**src/seven_segment_scan_driver_macros.svh**
```systemverilog
// ----------------------------------------------------------------------------
// Assertion macros for the seven-segment scan driver
// Short forms for clocked, reset-qualified concurrent assertions.
// ----------------------------------------------------------------------------
`ifndef SEVEN_SEGMENT_SCAN_DRIVER_MACROS_SVH
`define SEVEN_SEGMENT_SCAN_DRIVER_MACROS_SVH

// The condition holds at every clock edge out of reset.
`define SSS_ASSERT_NOW(label, cond) \
  label: assert property (@(posedge clk_i) disable iff (!rst_ni) (cond)) \
    else $error("assertion failed");

// When the trigger holds, the consequence holds at the next clock edge.
`define SSS_ASSERT_NEXT(label, trig, cons) \
  label: assert property (@(posedge clk_i) disable iff (!rst_ni) (trig) |=> (cons)) \
    else $error("assertion failed");

`endif

```
**src/sss_pkg.sv**
```systemverilog
// ----------------------------------------------------------------------------
// sss_pkg
// Types, constants and the character table of the seven-segment scan driver.
// ----------------------------------------------------------------------------
`default_nettype none

package sss_pkg;

  localparam int Digits = 4;
  localparam int PosW   = (Digits > 1) ? $clog2(Digits) : 1;
  localparam int SelW   = 4;

  localparam logic [1:0] CMD_TICK  = 2'd0;
  localparam logic [1:0] CMD_SET   = 2'd1;
  localparam logic [1:0] CMD_CLEAR = 2'd2;

  localparam logic [7:0]      DIV_RESET      = 8'd10;
  localparam logic [7:0]      TICK_RESET     = 8'd15;
  localparam logic [PosW-1:0] POS_RESET      = PosW'(1 % Digits);
  localparam logic [7:0]      CLEAR_SEGMENTS = 8'h39;
  localparam logic [SelW-1:0] CLEAR_SELECT   = 4'hB;

  typedef struct packed {
    logic [7:0]      segments;
    logic [SelW-1:0] digit_select;
  } sss_result_t;

  // Segment code of an ASCII character; anything not in the table is blank.
  function automatic logic [7:0] glyph_of(input logic [7:0] c);
    logic [7:0] g;
    case (c)
      8'h30:   g = 8'h3F;  // '0'
      8'h31:   g = 8'h06;
      8'h32:   g = 8'h5B;
      8'h33:   g = 8'h4F;
      8'h34:   g = 8'h66;
      8'h35:   g = 8'h6D;
      8'h36:   g = 8'h7D;
      8'h37:   g = 8'h07;
      8'h38:   g = 8'h7F;
      8'h39:   g = 8'h6F;  // '9'
      8'h61:   g = 8'h77;  // 'a'
      8'h62:   g = 8'h7C;
      8'h63:   g = 8'h39;
      8'h64:   g = 8'h5E;  // 'd'
      8'h2A:   g = 8'h46;  // '*'
      8'h23:   g = 8'h70;  // '#'
      default: g = 8'h00;
    endcase
    return g;
  endfunction

endpackage

`default_nettype wire

```
**src/sss_cmd_if.sv**
```systemverilog
// ----------------------------------------------------------------------------
// sss_cmd_if
// Command channel: valid/ready handshake carrying one command item.
// ----------------------------------------------------------------------------
`default_nettype none

interface sss_cmd_if;
  logic       valid;
  logic       ready;
  logic [1:0] cmd;
  logic [7:0] char_code;
  logic [1:0] digit_index;

  modport source (output valid, output cmd, output char_code, output digit_index,
                  input ready);
  modport sink   (input valid, input cmd, input char_code, input digit_index,
                  output ready);
endinterface

`default_nettype wire

```
**src/sss_res_if.sv**
```systemverilog
// ----------------------------------------------------------------------------
// sss_res_if
// Result channel: valid/ready handshake carrying segment and select latches.
// ----------------------------------------------------------------------------
`default_nettype none

interface sss_res_if;
  logic       valid;
  logic       ready;
  logic [7:0] segments;
  logic [3:0] digit_select;

  modport source (output valid, output segments, output digit_select, input ready);
  modport sink   (input valid, input segments, input digit_select, output ready);
endinterface

`default_nettype wire

```
**src/sss_core.sv**
```systemverilog
// ----------------------------------------------------------------------------
// sss_core
// Digit store, tick divider, scan position and display latches.
// ----------------------------------------------------------------------------
`default_nettype none

module sss_core (
  input  logic                clk_i,
  input  logic                rst_ni,
  input  logic                cfg_we_i,
  input  logic [7:0]          cfg_wdata_i,
  input  logic                accept_i,
  input  logic [1:0]          cmd_i,
  input  logic [7:0]          char_code_i,
  input  logic [1:0]          digit_index_i,
  output sss_pkg::sss_result_t res_o
);
  import sss_pkg::*;

  logic [7:0]      div_q;
  logic [7:0]      codes_q [Digits];
  logic [7:0]      codes_d [Digits];
  logic [7:0]      tick_q, tick_d, tick_dec;
  logic [PosW-1:0] pos_q, pos_d, pos_next, wr_addr;
  logic [7:0]      seg_q, seg_d;
  logic [SelW-1:0] sel_q, sel_d, sel_of_pos;

  assign tick_dec = tick_q - 8'd1;
  assign pos_next = (pos_q == PosW'(Digits - 1)) ? '0 : pos_q + PosW'(1);
  assign wr_addr  = PosW'(digit_index_i);

  // Select bits above the field width stay high for digits beyond it.
  always_comb begin
    for (int k = 0; k < SelW; k++) begin
      sel_of_pos[k] = !(32'(pos_q) == k);
    end
  end

  always_comb begin
    codes_d = codes_q;
    tick_d  = tick_q;
    pos_d   = pos_q;
    seg_d   = seg_q;
    sel_d   = sel_q;
    if (accept_i) begin
      unique case (cmd_i)
        CMD_TICK: begin
          if (tick_dec == 8'd0) begin
            tick_d = div_q;
            seg_d  = codes_q[pos_q];
            sel_d  = sel_of_pos;
            pos_d  = pos_next;
          end else begin
            tick_d = tick_dec;
          end
        end
        CMD_SET: begin
          if (32'(digit_index_i) < Digits) begin
            codes_d[wr_addr] = glyph_of(char_code_i);
          end
        end
        CMD_CLEAR: begin
          for (int k = 0; k < Digits; k++) begin
            codes_d[k] = 8'h00;
          end
          seg_d = CLEAR_SEGMENTS;
          sel_d = CLEAR_SELECT;
        end
        default: begin
        end
      endcase
    end
  end

  always_ff @(posedge clk_i or negedge rst_ni) begin
    if (!rst_ni) begin
      div_q  <= DIV_RESET;
      tick_q <= TICK_RESET;
      pos_q  <= POS_RESET;
      seg_q  <= CLEAR_SEGMENTS;
      sel_q  <= CLEAR_SELECT;
      for (int k = 0; k < Digits; k++) begin
        codes_q[k] <= 8'h00;
      end
    end else begin
      if (cfg_we_i) begin
        div_q <= cfg_wdata_i;
      end
      tick_q  <= tick_d;
      pos_q   <= pos_d;
      seg_q   <= seg_d;
      sel_q   <= sel_d;
      codes_q <= codes_d;
    end
  end

  // The result of an item is the latch pair as it stands after the item.
  assign res_o.segments     = seg_d;
  assign res_o.digit_select = sel_d;

endmodule

`default_nettype wire

```
**src/sss_out_reg.sv**
```systemverilog
// ----------------------------------------------------------------------------
// sss_out_reg
// Result register that holds one item until the sink takes it.
// ----------------------------------------------------------------------------
`default_nettype none

module sss_out_reg (
  input  logic                 clk_i,
  input  logic                 rst_ni,
  input  logic                 load_i,
  input  sss_pkg::sss_result_t res_i,
  output logic                 can_load_o,
  sss_res_if.source            out_o
);
  import sss_pkg::*;

  logic        valid_q;
  sss_result_t data_q;

  // A new item may enter while the held one leaves in the same cycle.
  assign can_load_o = !valid_q || out_o.ready;

  always_ff @(posedge clk_i or negedge rst_ni) begin
    if (!rst_ni) begin
      valid_q <= 1'b0;
    end else if (load_i) begin
      valid_q <= 1'b1;
    end else if (out_o.ready) begin
      valid_q <= 1'b0;
    end
  end

  always_ff @(posedge clk_i) begin
    if (load_i) begin
      data_q <= res_i;
    end
  end

  assign out_o.valid        = valid_q;
  assign out_o.segments     = data_q.segments;
  assign out_o.digit_select = data_q.digit_select;

endmodule

`default_nettype wire

```
**src/seven_segment_scan_driver.sv**
```systemverilog
// ----------------------------------------------------------------------------
// seven_segment_scan_driver
// Four-digit multiplexed seven-segment driver with a tick-driven digit scan.
// ----------------------------------------------------------------------------
// Each command item (tick, set character, clear) updates the digit store and
// the segment/select latches in the cycle it is accepted, and one result item
// carrying both latches appears in the result register on the next cycle. The
// block takes one item per clock for as long as the result side keeps up; a
// stalled result holds it back only while the result register is full and not
// being read. A tick moves the scan to the next digit every scan_divisor ticks;
// the divisor is written through cfg_we_i/cfg_wdata_i and takes effect at the
// next reload.
`default_nettype none

`include "seven_segment_scan_driver_macros.svh"

module seven_segment_scan_driver (
  input  logic       clk_i,
  input  logic       rst_ni,
  input  logic       cfg_we_i,
  input  logic [7:0] cfg_wdata_i,
  sss_cmd_if.sink    in_i,
  sss_res_if.source  out_o
);
  import sss_pkg::*;

  logic        can_load;
  logic        accept;
  sss_result_t res;

  assign in_i.ready = can_load;
  assign accept     = in_i.valid && can_load;

  sss_core u_core (
    .clk_i         (clk_i),
    .rst_ni        (rst_ni),
    .cfg_we_i      (cfg_we_i),
    .cfg_wdata_i   (cfg_wdata_i),
    .accept_i      (accept),
    .cmd_i         (in_i.cmd),
    .char_code_i   (in_i.char_code),
    .digit_index_i (in_i.digit_index),
    .res_o         (res)
  );

  sss_out_reg u_out_reg (
    .clk_i      (clk_i),
    .rst_ni     (rst_ni),
    .load_i     (accept),
    .res_i      (res),
    .can_load_o (can_load),
    .out_o      (out_o)
  );

  `SSS_ASSERT_NEXT(a_accept_gives_result, accept, out_o.valid)
  `SSS_ASSERT_NOW(a_ready_tracks_room, in_i.ready == (!out_o.valid || out_o.ready))
  `SSS_ASSERT_NOW(a_one_digit_selected, !out_o.valid || $countones(~out_o.digit_select) <= 1)

endmodule

`default_nettype wire
```
**src/flat_wrapper.sv**
```systemverilog
// flat-port wrapper written by rule: the top's interface ports become plain ports
module seven_segment_scan_driver_flat import sss_pkg::*;
  (clk_i, rst_ni, cfg_we_i, cfg_wdata_i, in_i_valid, in_i_cmd, in_i_char_code, in_i_digit_index, in_i_ready, out_o_valid, out_o_segments, out_o_digit_select, out_o_ready);
  sss_cmd_if in_i_i ();
  sss_res_if out_o_i ();
  input  logic clk_i;
  input  logic rst_ni;
  input  logic cfg_we_i;
  input  logic [7:0] cfg_wdata_i;
  input wire logic [$bits(in_i_i.valid)-1:0] in_i_valid;
  input wire logic [$bits(in_i_i.cmd)-1:0] in_i_cmd;
  input wire logic [$bits(in_i_i.char_code)-1:0] in_i_char_code;
  input wire logic [$bits(in_i_i.digit_index)-1:0] in_i_digit_index;
  output wire logic [$bits(in_i_i.ready)-1:0] in_i_ready;
  output wire logic [$bits(out_o_i.valid)-1:0] out_o_valid;
  output wire logic [$bits(out_o_i.segments)-1:0] out_o_segments;
  output wire logic [$bits(out_o_i.digit_select)-1:0] out_o_digit_select;
  input wire logic [$bits(out_o_i.ready)-1:0] out_o_ready;
  assign in_i_i.valid = in_i_valid;
  assign in_i_i.cmd = in_i_cmd;
  assign in_i_i.char_code = in_i_char_code;
  assign in_i_i.digit_index = in_i_digit_index;
  assign in_i_ready = in_i_i.ready;
  assign out_o_valid = out_o_i.valid;
  assign out_o_segments = out_o_i.segments;
  assign out_o_digit_select = out_o_i.digit_select;
  assign out_o_i.ready = out_o_ready;
  seven_segment_scan_driver u_core (.clk_i(clk_i), .rst_ni(rst_ni), .cfg_we_i(cfg_we_i), .cfg_wdata_i(cfg_wdata_i), .in_i(in_i_i), .out_o(out_o_i));
endmodule
```
**config.mk**
```make
export PLATFORM = sky130hd
export DESIGN_NAME = seven_segment_scan_driver_flat
export DESIGN_NICKNAME = d
export VERILOG_FILES = /design/src/sss_pkg.sv /design/src/sss_cmd_if.sv /design/src/sss_res_if.sv /design/src/sss_core.sv /design/src/sss_out_reg.sv /design/src/seven_segment_scan_driver.sv /design/src/flat_wrapper.sv
export VERILOG_INCLUDE_DIRS = /design/src /design/src/src
export SDC_FILE = /design/constraint.sdc
export NUM_CORES = 1
export LEC_CHECK = 0
export ABC_AREA = 0
export BUFFER_PORTS_ARGS = -buffer_cell sky130_fd_sc_hd__buf_2
export CORE_MARGIN = 2
export CORE_UTILIZATION = 60
export DETAILED_ROUTE_END_ITERATION = 10
export PLACE_DENSITY_LB_ADDON = 0.1
export SYNTH_ARGS = -nofsm -noshare
export SYNTH_HDL_FRONTEND = slang
export SYNTH_SLANG_ARGS = --single-unit
```
**constraint.sdc**
```tcl
create_clock -name clk_i -period 6.9 [get_ports clk_i]
set_clock_uncertainty 0.2 [all_clocks]
set_input_delay 0.69 -clock clk_i [delete_from_list [all_inputs] [get_ports clk_i]]
set_output_delay 0.69 -clock clk_i [all_outputs]
set_load 0.03 [all_outputs]
```
Word-level counts from Yosys, hierarchy flattened
Index checks and enable logic that the tools add are counted.
{"block": "totals", "ff_bits": 75, "inputBits": 25, "output_inout_bits": 14}
{"block": "classes", "add_sub_neg": 2, "magnitude_cmp": 3, "eq_ne": 21, "n_mux": 20, "bitwise_logic": 2, "reduce_logical": 16}
{"operator": "$pmux W7 S16", "n": 1}
{"operator": "$eq A8 B6 Y1 const B", "n": 12}
{"operator": "$mux W8", "n": 8}
{"operator": "$pmux W32 S2", "n": 1}
{"operator": "$bwmux W32", "n": 1}
{"operator": "$eq A8 B7 Y1 const B", "n": 4}
{"operator": "$bmux W8 S2", "n": 1}
{"operator": "$demux W8 S2", "n": 1}
{"operator": "$pmux W8 S2", "n": 1}
{"operator": "$logic_not A8 Y1", "n": 1}
{"operator": "$mux W4", "n": 2}
{"operator": "$pmux W4 S2", "n": 1}
{"operator": "$sub A8 B1 Y8 const B", "n": 1}
{"operator": "$eq A2 B2 Y1 const B", "n": 3}
{"operator": "$ge A3 B3 Y1 const B", "n": 2}
{"operator": "$not A2 Y3", "n": 2}
{"operator": "$logic_not A1 Y1", "n": 5}
{"operator": "$eq A2 B1 Y1 const B", "n": 2}
{"operator": "$logic_not A2 Y1", "n": 2}
{"operator": "$reduce_and A2 Y1", "n": 2}
{"operator": "$reduce_bool A2 Y1", "n": 2}
{"operator": "$lt A3 B1 Y1 const B", "n": 1}
{"operator": "$reduce_and A3 Y1", "n": 1}
{"operator": "$add A2 B1 Y2 const B", "n": 1}
{"operator": "4 further kinds", "n": 6}

Logic depth before layout (Yosys ltp)
Gate-level depths: netlist of run 1.
{"block": "depth", "ltp_word": 7, "ltp_mapped": 8, "ltp_nobuf": 7}

By module
A second synthesis of run 1 with hierarchy kept.
{"block": "unflattened", "cells_unflattened": 328, "area_unflattened_um2": 3512.1}
{"module": "sss_core", "instances": 1, "cells_each": 312, "area_each_um2": 3098.0, "seq_area_each_um2": 1468.9}
{"module": "sss_out_reg", "instances": 1, "cells_each": 15, "area_each_um2": 407.9, "seq_area_each_um2": 385.4}
{"module": "seven_segment_scan_driver", "instances": 1, "cells_each": 1, "area_each_um2": 6.3, "seq_area_each_um2": 0.0}

Worst setup path after synthesis of run 1
No wires, ideal clock.
{"block": "synth_timing", "path_type": "reg2reg", "start": "register u_core.u_core.tick_q[1]", "end": "register u_core.u_out_reg.data_q (netlist bit u_core.u_out_reg.out_o.digit_select[2]) (data pin)", "setup_time_ns": 0.260, "arrival_time_ns": 2.270, "slack_ns": 4.170, "path_stages_with_launch": 8, "n_path_buf": 0, "period_less_slack_ns": 2.730, "path_cell_list": "dfstp_2 inv_1 ha_1 or3b_1 o31a_1 nor4_4 mux2_2 a22o_1"}
{"element": "start, declared", "line_no": "sss_core.sv:23", "rtl": "logic [7:0] tick_q, tick_d, tick_dec;"}
{"element": "start signal, assigned", "line_no": "sss_core.sv:89", "rtl": "tick_q <= tick_d;"}
{"element": "end signal, assigned", "line_no": "sss_out_reg.sv:35", "rtl": "data_q <= res_i;"}
{"element": "end, declared", "line_no": "sss_out_reg.sv:18", "rtl": "sss_result_t data_q;"}

==> results of run 1 <==
[cell families after synthesis]
| group | share of synthesized area |
|---|---|
| AND/OR/NAND/NOR | 0.1848 |
| flip-flops | 0.5196 |
| buffers and inverters | 0.03120 |
| multiplexers | 0.07539 |
| adder cells (fa/ha/maj) | 0.03086 |
| XOR/XNOR | 0.009819 |
| AO/OA/AOI/OAI | 0.1483 |
[path summary, 6_finish.rpt]
kind                            depth (start not counted)  slack (ps)                     start                                      to
worst max-delay path                                    8        3740   u_core.u_core.tick_q[1]  u_core.u_out_reg.out_o.digit_select[2]
worst min-delay path                                    2         280  u_core.u_core.codes_q[0]                u_core.u_core.codes_q[0]
worst max register to register                          8        3740   u_core.u_core.tick_q[1]  u_core.u_out_reg.out_o.digit_select[2]
worst min register to register                          2         280  u_core.u_core.codes_q[0]                u_core.u_core.codes_q[0]
max in group asynchronous                               2        5730                    rst_ni               u_core.u_core.codes_q[16]
min in group asynchronous                               2         290                    rst_ni                  u_core.u_core.div_q[7]
[worst max-delay path: stages (launching register included)]
cell and delay (ps):
dfstp_2 380, inv_1 90, ha_1 230, or3b_1 380, o31a_1 310, nor4_4 450
buf_4 330, mux2_2 360, a22o_1 190
[report_power, final]
part | switching (W) | internal [W]
Sequential | 0.0000571 | 0.000495
Combinational | 0.000164 | 0.000119
Clock | 0.000154 | 0.000171
Total | 0.000375 | 0.000785
[synth_stat cells, types with 2 or more instances]
library cell,n,area [sq um]
nand2_1,49,183.9
a21o_1,2,15.01
a2bb2oi_1,2,17.52
buf_2,2,10.01
a311oi_1,4,35.03
a22oi_1,2,15.01
nor2_1,30,112.6
ha_1,8,100.1
nor4b_1,4,35.03
nand2b_1,6,37.54
nor4_1,2,12.51
or3_1,2,12.51
nor2b_1,6,37.54
dfrtp_1,45,1126
a31oi_1,2,12.51
a21oi_1,4,20.02
inv_1,10,37.54
a211oi_1,11,82.58
nor4bb_1,2,20.02
mux4_2,7,157.7
o21ai_1,4,20.02
xor2_1,2,17.52
dfstp_2,14,367.9
o21ai_0,39,195.2
nor3_1,4,20.02
clkbuf_1,12,45.04
nand3_1,10,50.05
o211ai_1,6,45.04
nor3b_1,4,30.03
mux2_2,9,101.4
and2_1,3,18.77
edfxtp_1,12,360.4
and3_1,4,25.02
xnor2_1,2,17.52
o22ai_1,2,12.51
[cell type report]
class / count / share of cell area
Clock inverter: 4 / 0.006569
Inverter: 11 / 0.01032
Tap cell: 75 / 0.02346
Timing Repair Buffer: 40 / 0.05130
Multi-Input combinational cell: 247 / 0.4007
Clock buffer: 12 / 0.04410
Sequential cell: 71 / 0.4636
[flip-flops by register name (all words and copies together) (netlist names)]
register / count
u_core.u_core.seg_q: 8
u_core.u_out_reg.out_o.segments: 8
u_core.u_core.pos_q: 2
u_core.u_out_reg.out_o.digit_select: 4
u_core.u_core.tick_q: 8
u_core.u_core.codes_q: 28
u_core.u_core.div_q: 8
u_core.u_core.sel_q: 4
u_core.u_out_reg.out_o.valid: 1
[metal layers]
layer	part of all wire	global-route usage	up-vias
met5	0	0	-
met4	0.012	0.08644	0
met3	0.048	0.05000	10
met2	0.48	0.3843	72
met1	0.46	0.3535	1324
li1	-	-	1314
[per-stage QoR]
stage	hold WS, ps	util	total power (W)	instances	area [sq um]
after detailed placement	268.4	0.6491	0.0008414	444	3797
after global routing	294.9	0.6837	0.001228	460	4000
after CTS	282.9	0.6837	0.001166	460	4000
final	278.5	0.6837	0.001160	460	4000
after global placement	258.4	0.6491	0.0008296	444	3797
after floorplan	194.4	-	0.0007666	345	3568
==> flow_metrics.tcl, run 1 <==
set metrics [dict create \
    ys.flop_type "dfrtp_1" \
    rsz0062_at_grt "no" \
    fp.dieW_um 81.12 \
    clk_path_buf_depth 2 \
    async_flop_share 0.8310 \
    cts_tree "built" \
    crit_path_max_fanout 22 \
    multi_input_area_sq_mm 0.001603 \
    grt_usage 0.2487 \
    final_common_cell "nand2_1" \
    synthToLayoutAreaGrowth_pct 12.10 \
    fp.dieH_um 81.12 \
    setup_viol 0 \
    seq_area_frac_synth 0.5196 \
    fmax_mhz 316.2 \
    status "finished clean" \
    critPathArrivalTime_ps 3050 \
    drc 0 \
    critPathRequiredTime_ps 6790 \
    via_per_inst 5.913 \
    syn_nets 378 \
    layout-drive-gt1-share 0.2286 \
    synth.avg_cell_area_sq_um 10.34 \
    nets 413 \
    overflow 0 \
    ctsResizeCount 0 \
    grt_pass1_wl_um 12310 \
    synth_edf_count 12 \
    irDropWorstVdd_uv 159.5 \
    yosysUniqueCellTypes 53 \
    final.period_utilization 0.4583 \
    clock_latency_ps 340 \
    clockRootBuffer "clkbuf_8" \
    grt_max_degree 60 \
    cp-end-kind "flip-flop" \
    ioPinCount 39 \
    critPathKind "flip-flop to flip-flop" \
    worstMarginPinSlew_ps 722.1 \
    portBuffers 38 \
    setup_tns_ps 0 \
    gp_congestion 0.8168 \
    min_period_ps 3163 \
    antenna_found_initial 0 \
    ff_latch_area_sq_mm 0.001854 \
    layout_common_cells "49 x nand2_1, 45 x dfrtp_1, 39 x o21ai_0, 38 x buf_2, 30 x nor2_1" \
    hold_viol_final 0 \
    routed_wl_um 7357 \
    die_area_sq_mm 0.006580 \
    rows 28 \
    num_antenna_cells 0 \
    leakagePower_nw 1.686 \
    first_global_vias 2592 \
    netlist_area_sq_mm 0.003568 \
    slew_violations 0 \
    h-tree-depth 3 \
    powerDensity_mw_per_mm2 290.0 \
    start_kind "flip-flop" \
    relSlewSlack 0.5186 \
    dr.pass1.iters 4 \
    place_ws_ps 3733 \
    hold_path.class "flip-flop to flip-flop" \
    ys_ff_latch 71 \
    core_sq_mm 0.005851 \
    ys.warnings.count 0 \
    drt_iter0_drc 210 \
    ant_nets 0 \
    cts_sinks 71 \
    wl_per_cell_um 15.99 \
    cts_setup_buffers 0 \
    hold_buffers 0 \
    syn-instance-count 345 \
    vias 2720 \
    cts_buffers 9 \
    initial_core_util 0.6099 \
    fillerInstances 453 \
    clk_pin_slew_ps 70 \
    worst_slack_ps 3737 \
    hpwl_um 5046 \
    maxCapViolations 0 \
]
(Power assumes the default switching activity.)
==> run 2: changes to the inputs <==
ABC_AREA = 1   (was 0)
CORE_UTILIZATION = 59   (was 60)
clock period = 3 ns   (was 6.9 ns; I/O delays follow)
==> flow_metrics.tcl, run 2 <==
set metrics [dict create \
    reg2regPathDepth 14 \
    fmax_mhz 397.2 \
    vias 3196 \
    cts_buffers 9 \
    cpPeakStageDelay_ps 550 \
    core_sq_mm 0.005956 \
    leakagePower_nw 2.107 \
    die_area_sq_mm 0.006806 \
    final_area_sq_mm 0.004238 \
    critPathKind "flip-flop to flip-flop" \
    cp.depth 14 \
    synthToLayoutAreaGrowth_pct 16.55 \
    largest_reg_flops 28 \
    slew_violations 0 \
    grt_max_degree 34 \
    clk_path_buf_depth 2 \
    synth_commonest_cells "142 x nand2_1, 51 x inv_1, 45 x dfrtp_1" \
    antenna_found_initial 0 \
    critPathRequiredTime_ps 2900 \
    async_flop_share 0.8310 \
    start_kind "flip-flop" \
    hpwl_um 6217 \
    hold_depth 2 \
    routed_wl_um 8654 \
    layout-drive-gt1-share 0.1886 \
    netlist_area_sq_mm 0.003636 \
    dpl_cell_area_sq_mm 0.003938 \
    clk_pin_slew_ps 80 \
    clockRootBuffer "clkbuf_8" \
    fp.dieW_um 82.50 \
    dr.pass1.iters 5 \
    r2r_slack_ps 480 \
    powerDensity_mw_per_mm2 705.9 \
    cp_top_family "simple AND/OR/NAND/NOR gates" \
    status "finished clean" \
    overflow 0 \
    first_global_vias 3169 \
    ys.warnings.count 0 \
    rsz0062_at_grt "no" \
    final.period_utilization 0.8391 \
    layout_common_cells "142 x nand2_1, 51 x inv_1, 45 x dfrtp_1, 38 x buf_2, 36 x nor2_1" \
    num_antenna_cells 0 \
    h-tree-depth 3 \
    cp_cell_sequence "inv_1 > ha_1 > inv_1 > nor2_1 > clkinv_1 > nand3_2 > nor2_2 > nand2_1 > nor2_4 > nand2_2 > nand2_1 > nand2_1 > o21ai_1 > inv_1" \
    syn_nets 480 \
    synth_edf_count 12 \
    initial_core_util 0.6105 \
    ctsResizeCount 0 \
    synth.largest_area_cell "dfrtp_1" \
    grt_pass1_wl_um 14300 \
    cp.buffers_inverters 4 \
    ff_latch_area_sq_mm 0.001854 \
    ioPinCount 39 \
    critPathArrivalTime_ps 2410 \
    irDropWorstVdd_uv 517.2 \
    syn-instance-count 447 \
    clock_latency_ps 340 \
    cp_slowest_cell "dfstp_2" \
    setup_viol 0 \
    portBuffers 38 \
    synth.avg_cell_area_sq_um 8.134 \
    drt_iter0_drc 290 \
    cp-end-kind "flip-flop" \
    ant_nets 0 \
    gp_congestion 0.8930 \
    via_per_inst 5.473 \
    yosysUniqueCellTypes 34 \
    cts_tree "built" \
    fp.dieH_um 82.50 \
    maxCapViolations 0 \
    setup_tns_ps 0 \
    wl_per_cell_um 14.82 \
    drc 0 \
    cts_sinks 71 \
    cts_setup_buffers 0 \
    top_register "u_core.u_core.codes_q" \
    hold_path.class "input pin to flip-flop" \
    rows 28 \
    grt_usage 0.2846 \
    synth_most_common_cell "nand2_1" \
    worstMarginPinSlew_ps 775.2 \
    final_common_cell "nand2_1" \
    min_period_ps 2517 \
    hold_viol_final 0 \
    yosysTopAreaCellShare 0.3097 \
    multi_input_area_sq_mm 0.001548 \
    seq_area_frac_synth 0.5100 \
    synth_area_leaders "dfrtp_1 31%, nand2_1 15%, dfstp_2 10%" \
    ys_ff_latch 71 \
    nets 537 \
    fillerInstances 500 \
    crit_path_max_fanout 9 \
    relSlewSlack 0.4832 \
    ys.flop_type "dfrtp_1" \
]
run 2: changes by cell type after synthesis, moves of 6 or more:
cell and delta:
o21ai_0 -20, a21oi_1 +29, nor2b_1 -6, nand3_1 +11
clkbuf_1 -8, mux4_2 -7, a211oi_1 -11, inv_1 +41
nand2_1 +93, nand2b_1 -6, nor2_1 +6, o21ai_1 +9
run 2: path summary, 6_finish.rpt:
check,start,to
worst max-delay path,u_core.u_core.tick_q[0],u_core.u_out_reg.out_o.digit_select[3]
worst min-delay path,cfg_wdata_i[1],u_core.u_core.div_q[1]
worst max register to register,u_core.u_core.tick_q[0],u_core.u_out_reg.out_o.digit_select[3]
worst min register to register,u_core.u_core.div_q[3],u_core.u_core.tick_q[3]
max in group asynchronous,rst_ni,u_core.u_core.div_q[3]
min in group asynchronous,rst_ni,u_core.u_core.codes_q[8]
run 2: repair_timing:
item / 4_1_cts / 5_1_grt
endpoints found under the setup margin: 0 / 0
hold endpoints to repair: 37 / 0
hold buffers: 8 / 0
run 2: per-stage QoR:
step | hold WS, ps | total power, W | worst slack, ps | utilization | cells
2_1_floorplan | -195.6 | 0.001893 | 629.6 | - | 447
3_5_place_dp | 218.7 | 0.002139 | 553.6 | 0.6611 | 560
5_1_grt | 8.879 | 0.003165 | 366.2 | 0.7116 | 584
4_1_cts | 7.259 | 0.002993 | 490.1 | 0.7116 | 584
6_report | 5.262 | 0.002991 | 482.6 | 0.7116 | 584
3_3_place_gp | 215.5 | 0.002108 | 656.3 | 0.6611 | 560
run 2: layer usage:
layer / vias to the layer above / global-route usage / share of wire
met3: 13 / 0.04457 / 0.050
met5: - / 0 / 0
met4: 0 / 0.1246 / 0.020
met1: 1510 / 0.3733 / 0.44
met2: 111 / 0.4694 / 0.49
li1: 1562 / - / -
run 2: power breakdown:
group          internal, W  switching (W)
registers          0.00114       0.000113
logic             0.000287       0.000605
clock network     0.000469       0.000375
total              0.00190        0.00109
run 2: kinds of logic after synthesis:
family | after synthesis | share of synthesized area
and+or+nand+nor | 224 | 0.2657
adders and majority gates | 8 | 0.02753
buffers and inverters | 62 | 0.06435
AOI/OAI and AO/OA | 78 | 0.1201
DFF | 71 | 0.5100
muxes | 4 | 0.01239
run 2: cell type report:
class	instances	area share
Clock buffer	9	0.02923
Clock inverter	7	0.02273
Inverter	57	0.05049
Multi-Input combinational cell	314	0.3652
Sequential cell	71	0.4376
Tap cell	75	0.02214
Timing Repair Buffer	51	0.07263
==> run 3: changes to the inputs <==
clock period = 2.6 ns   (was 3 ns; I/O delays follow)
==> flow_metrics.tcl, run 3 (synthesis results as in run 2) <==
set metrics [dict create \
    grt_pass1_wl_um 14250 \
    final.period_utilization 0.9185 \
    status "finished clean" \
    grt_usage 0.2826 \
    antenna_found_initial 0 \
    vias 3159 \
    largest_reg_flops 28 \
    irDropWorstVdd_uv 731.7 \
    core_sq_mm 0.005956 \
    crit_top_cell "inv_1" \
    rr_startpoint "u_core.u_core.tick_q[0]" \
    powerDensity_mw_per_mm2 813.9 \
    drc 0 \
    cts_buffers 9 \
    cp_slowest_cell "dfstp_2" \
    critPathRequiredTime_ps 2500 \
    reg2regPathDepth 14 \
    initial_core_util 0.6105 \
    setup_tns_ps 0 \
    rsz0062_at_grt "no" \
    hold_path.class "input pin to flip-flop" \
    hold_viol_final 0 \
    clockRootBuffer "clkbuf_8" \
    finalNonFillerCells 586 \
    relSlewSlack 0.5020 \
    first_global_vias 3096 \
    cts_setup_buffers 0 \
    worstSetupStartpoint "u_core.u_core.tick_q[0]" \
    layout_common_cells "142 x nand2_1, 51 x inv_1, 45 x dfrtp_1, 38 x buf_2, 36 x nor2_1" \
    worstMarginPinSlew_ps 747.0 \
    r2r_slack_ps 210 \
    start_kind "flip-flop" \
    routed_wl_um 8530 \
    ant_nets 0 \
    final_common_cell "nand2_1" \
    fmax_mhz 418.8 \
    critPathKind "flip-flop to flip-flop" \
    hold-worst-slack_ps 19.28 \
    fp.dieH_um 82.50 \
    maxCapViolations 0 \
    dp.cells 560 \
    cpPeakStageDelay_ps 550 \
    overflow 0 \
    use_met2 0.4516 \
    clk_path_buf_depth 2 \
    fp.dieW_um 82.50 \
    use_met3 0.06413 \
    clock_latency_ps 350 \
    critPathArrivalTime_ps 2290 \
    cts_sinks 71 \
    fillerInstances 481 \
    busiest_layer "met2" \
    top_register "u_core.u_core.codes_q" \
    h-tree-depth 3 \
    min_period_ps 2388 \
    rows 28 \
    cp-end-kind "flip-flop" \
    die_area_sq_mm 0.006806 \
    slew_violations 0 \
    portBuffers 38 \
    grt_max_degree 60 \
    nets 539 \
    cp_cell_sequence "inv_1 > ha_2 > inv_1 > nor2_1 > clkinv_1 > nand3_2 > nor2_2 > nand2_1 > nor2_4 > nand2_4 > nand2_1 > nand3_1 > o21ai_0 > inv_1" \
    wl_per_cell_um 14.56 \
    grt.met1_usage 0.3666 \
    layout-drive-gt1-share 0.1918 \
    regToRegEndpoint "u_core.u_out_reg.out_o.segments[0]" \
    ioPinCount 39 \
    cts_tree "built" \
    via_per_inst 5.391 \
    dr.pass1.iters 5 \
    gp_congestion 0.8836 \
    num_antenna_cells 0 \
    drt_iter0_drc 248 \
    cp-endpoint "u_core.u_out_reg.out_o.segments[0]" \
    hp-start "in_i_valid" \
    leakagePower_nw 2.129 \
    hpwl_um 6056 \
    setup_viol 0 \
    crit_path_max_fanout 9 \
    synthToLayoutAreaGrowth_pct 17.48 \
    clk_pin_slew_ps 70 \
]
[run 3: worst max-delay path: cells and delay by family, from the launching register on]
family | cells | cell delay, ps
AND/OR/NAND/NOR | 8 | 730
flip-flops | 1 | 550
buffers and inverters | 4 | 340
adder cells (fa/ha/maj) | 1 | 220
AO/OA/AOI/OAI | 1 | 100
[run 3: cell type report]
class | instances | area (sq um) | area share
Inverter | 57 | 214.0 | 0.05009
Timing Repair Buffer | 53 | 327.8 | 0.07674
Sequential cell | 71 | 1854 | 0.4341
Clock buffer | 11 | 141.4 | 0.03310
Tap cell | 75 | 93.84 | 0.02197
Clock inverter | 5 | 81.33 | 0.01904
Multi-Input combinational cell | 314 | 1559 | 0.3650
[run 3: worst min path at each step]
stage | depth (start not counted) | to | slack, ps
after global placement | 2 | u_core.u_core.seg_q[1] | 250
after global routing | 3 | u_core.u_out_reg.out_o.valid | 30
after detailed placement | 2 | u_core.u_core.codes_q[19] | 270
final | 3 | u_core.u_out_reg.out_o.valid | 20
after floorplan | 0 | u_core.u_core.codes_q[0] | -240
after CTS | 3 | u_core.u_out_reg.out_o.valid | 20
[run 3: report_power, final]
group          leakage, nW  switching [W]  internal (W)
Combinational         1.16       0.000715      0.000342
Sequential           0.858       0.000127       0.00132
Clock                0.110       0.000407      0.000566
[run 3: per-layer routing]
layer,wire [um],share of wire
met1,3699,0.43
met2,4066,0.48
met3,480,0.056
met4,284,0.033
met5,0,0
[run 3: stage by stage]
step	cell area, sq um	power (W)	util	setup WS [ps]
5_1_grt	4272	0.003710	0.7172	35.01
3_5_place_dp	3938	0.002479	0.6611	176.1
6_report	4272	0.003477	0.7172	212.0
4_1_cts	4260	0.003476	0.7153	162.1
3_3_place_gp	3938	0.002441	0.6611	249.2
2_1_floorplan	3636	0.002185	-	229.6
[run 3: what timing repair did]
action | CTS | global route
hold buffers | 10 | 0
resized for setup | 0 | 3
endpoints found under the hold margin | 54 | 0
setup endpoints to repair | 0 | 7
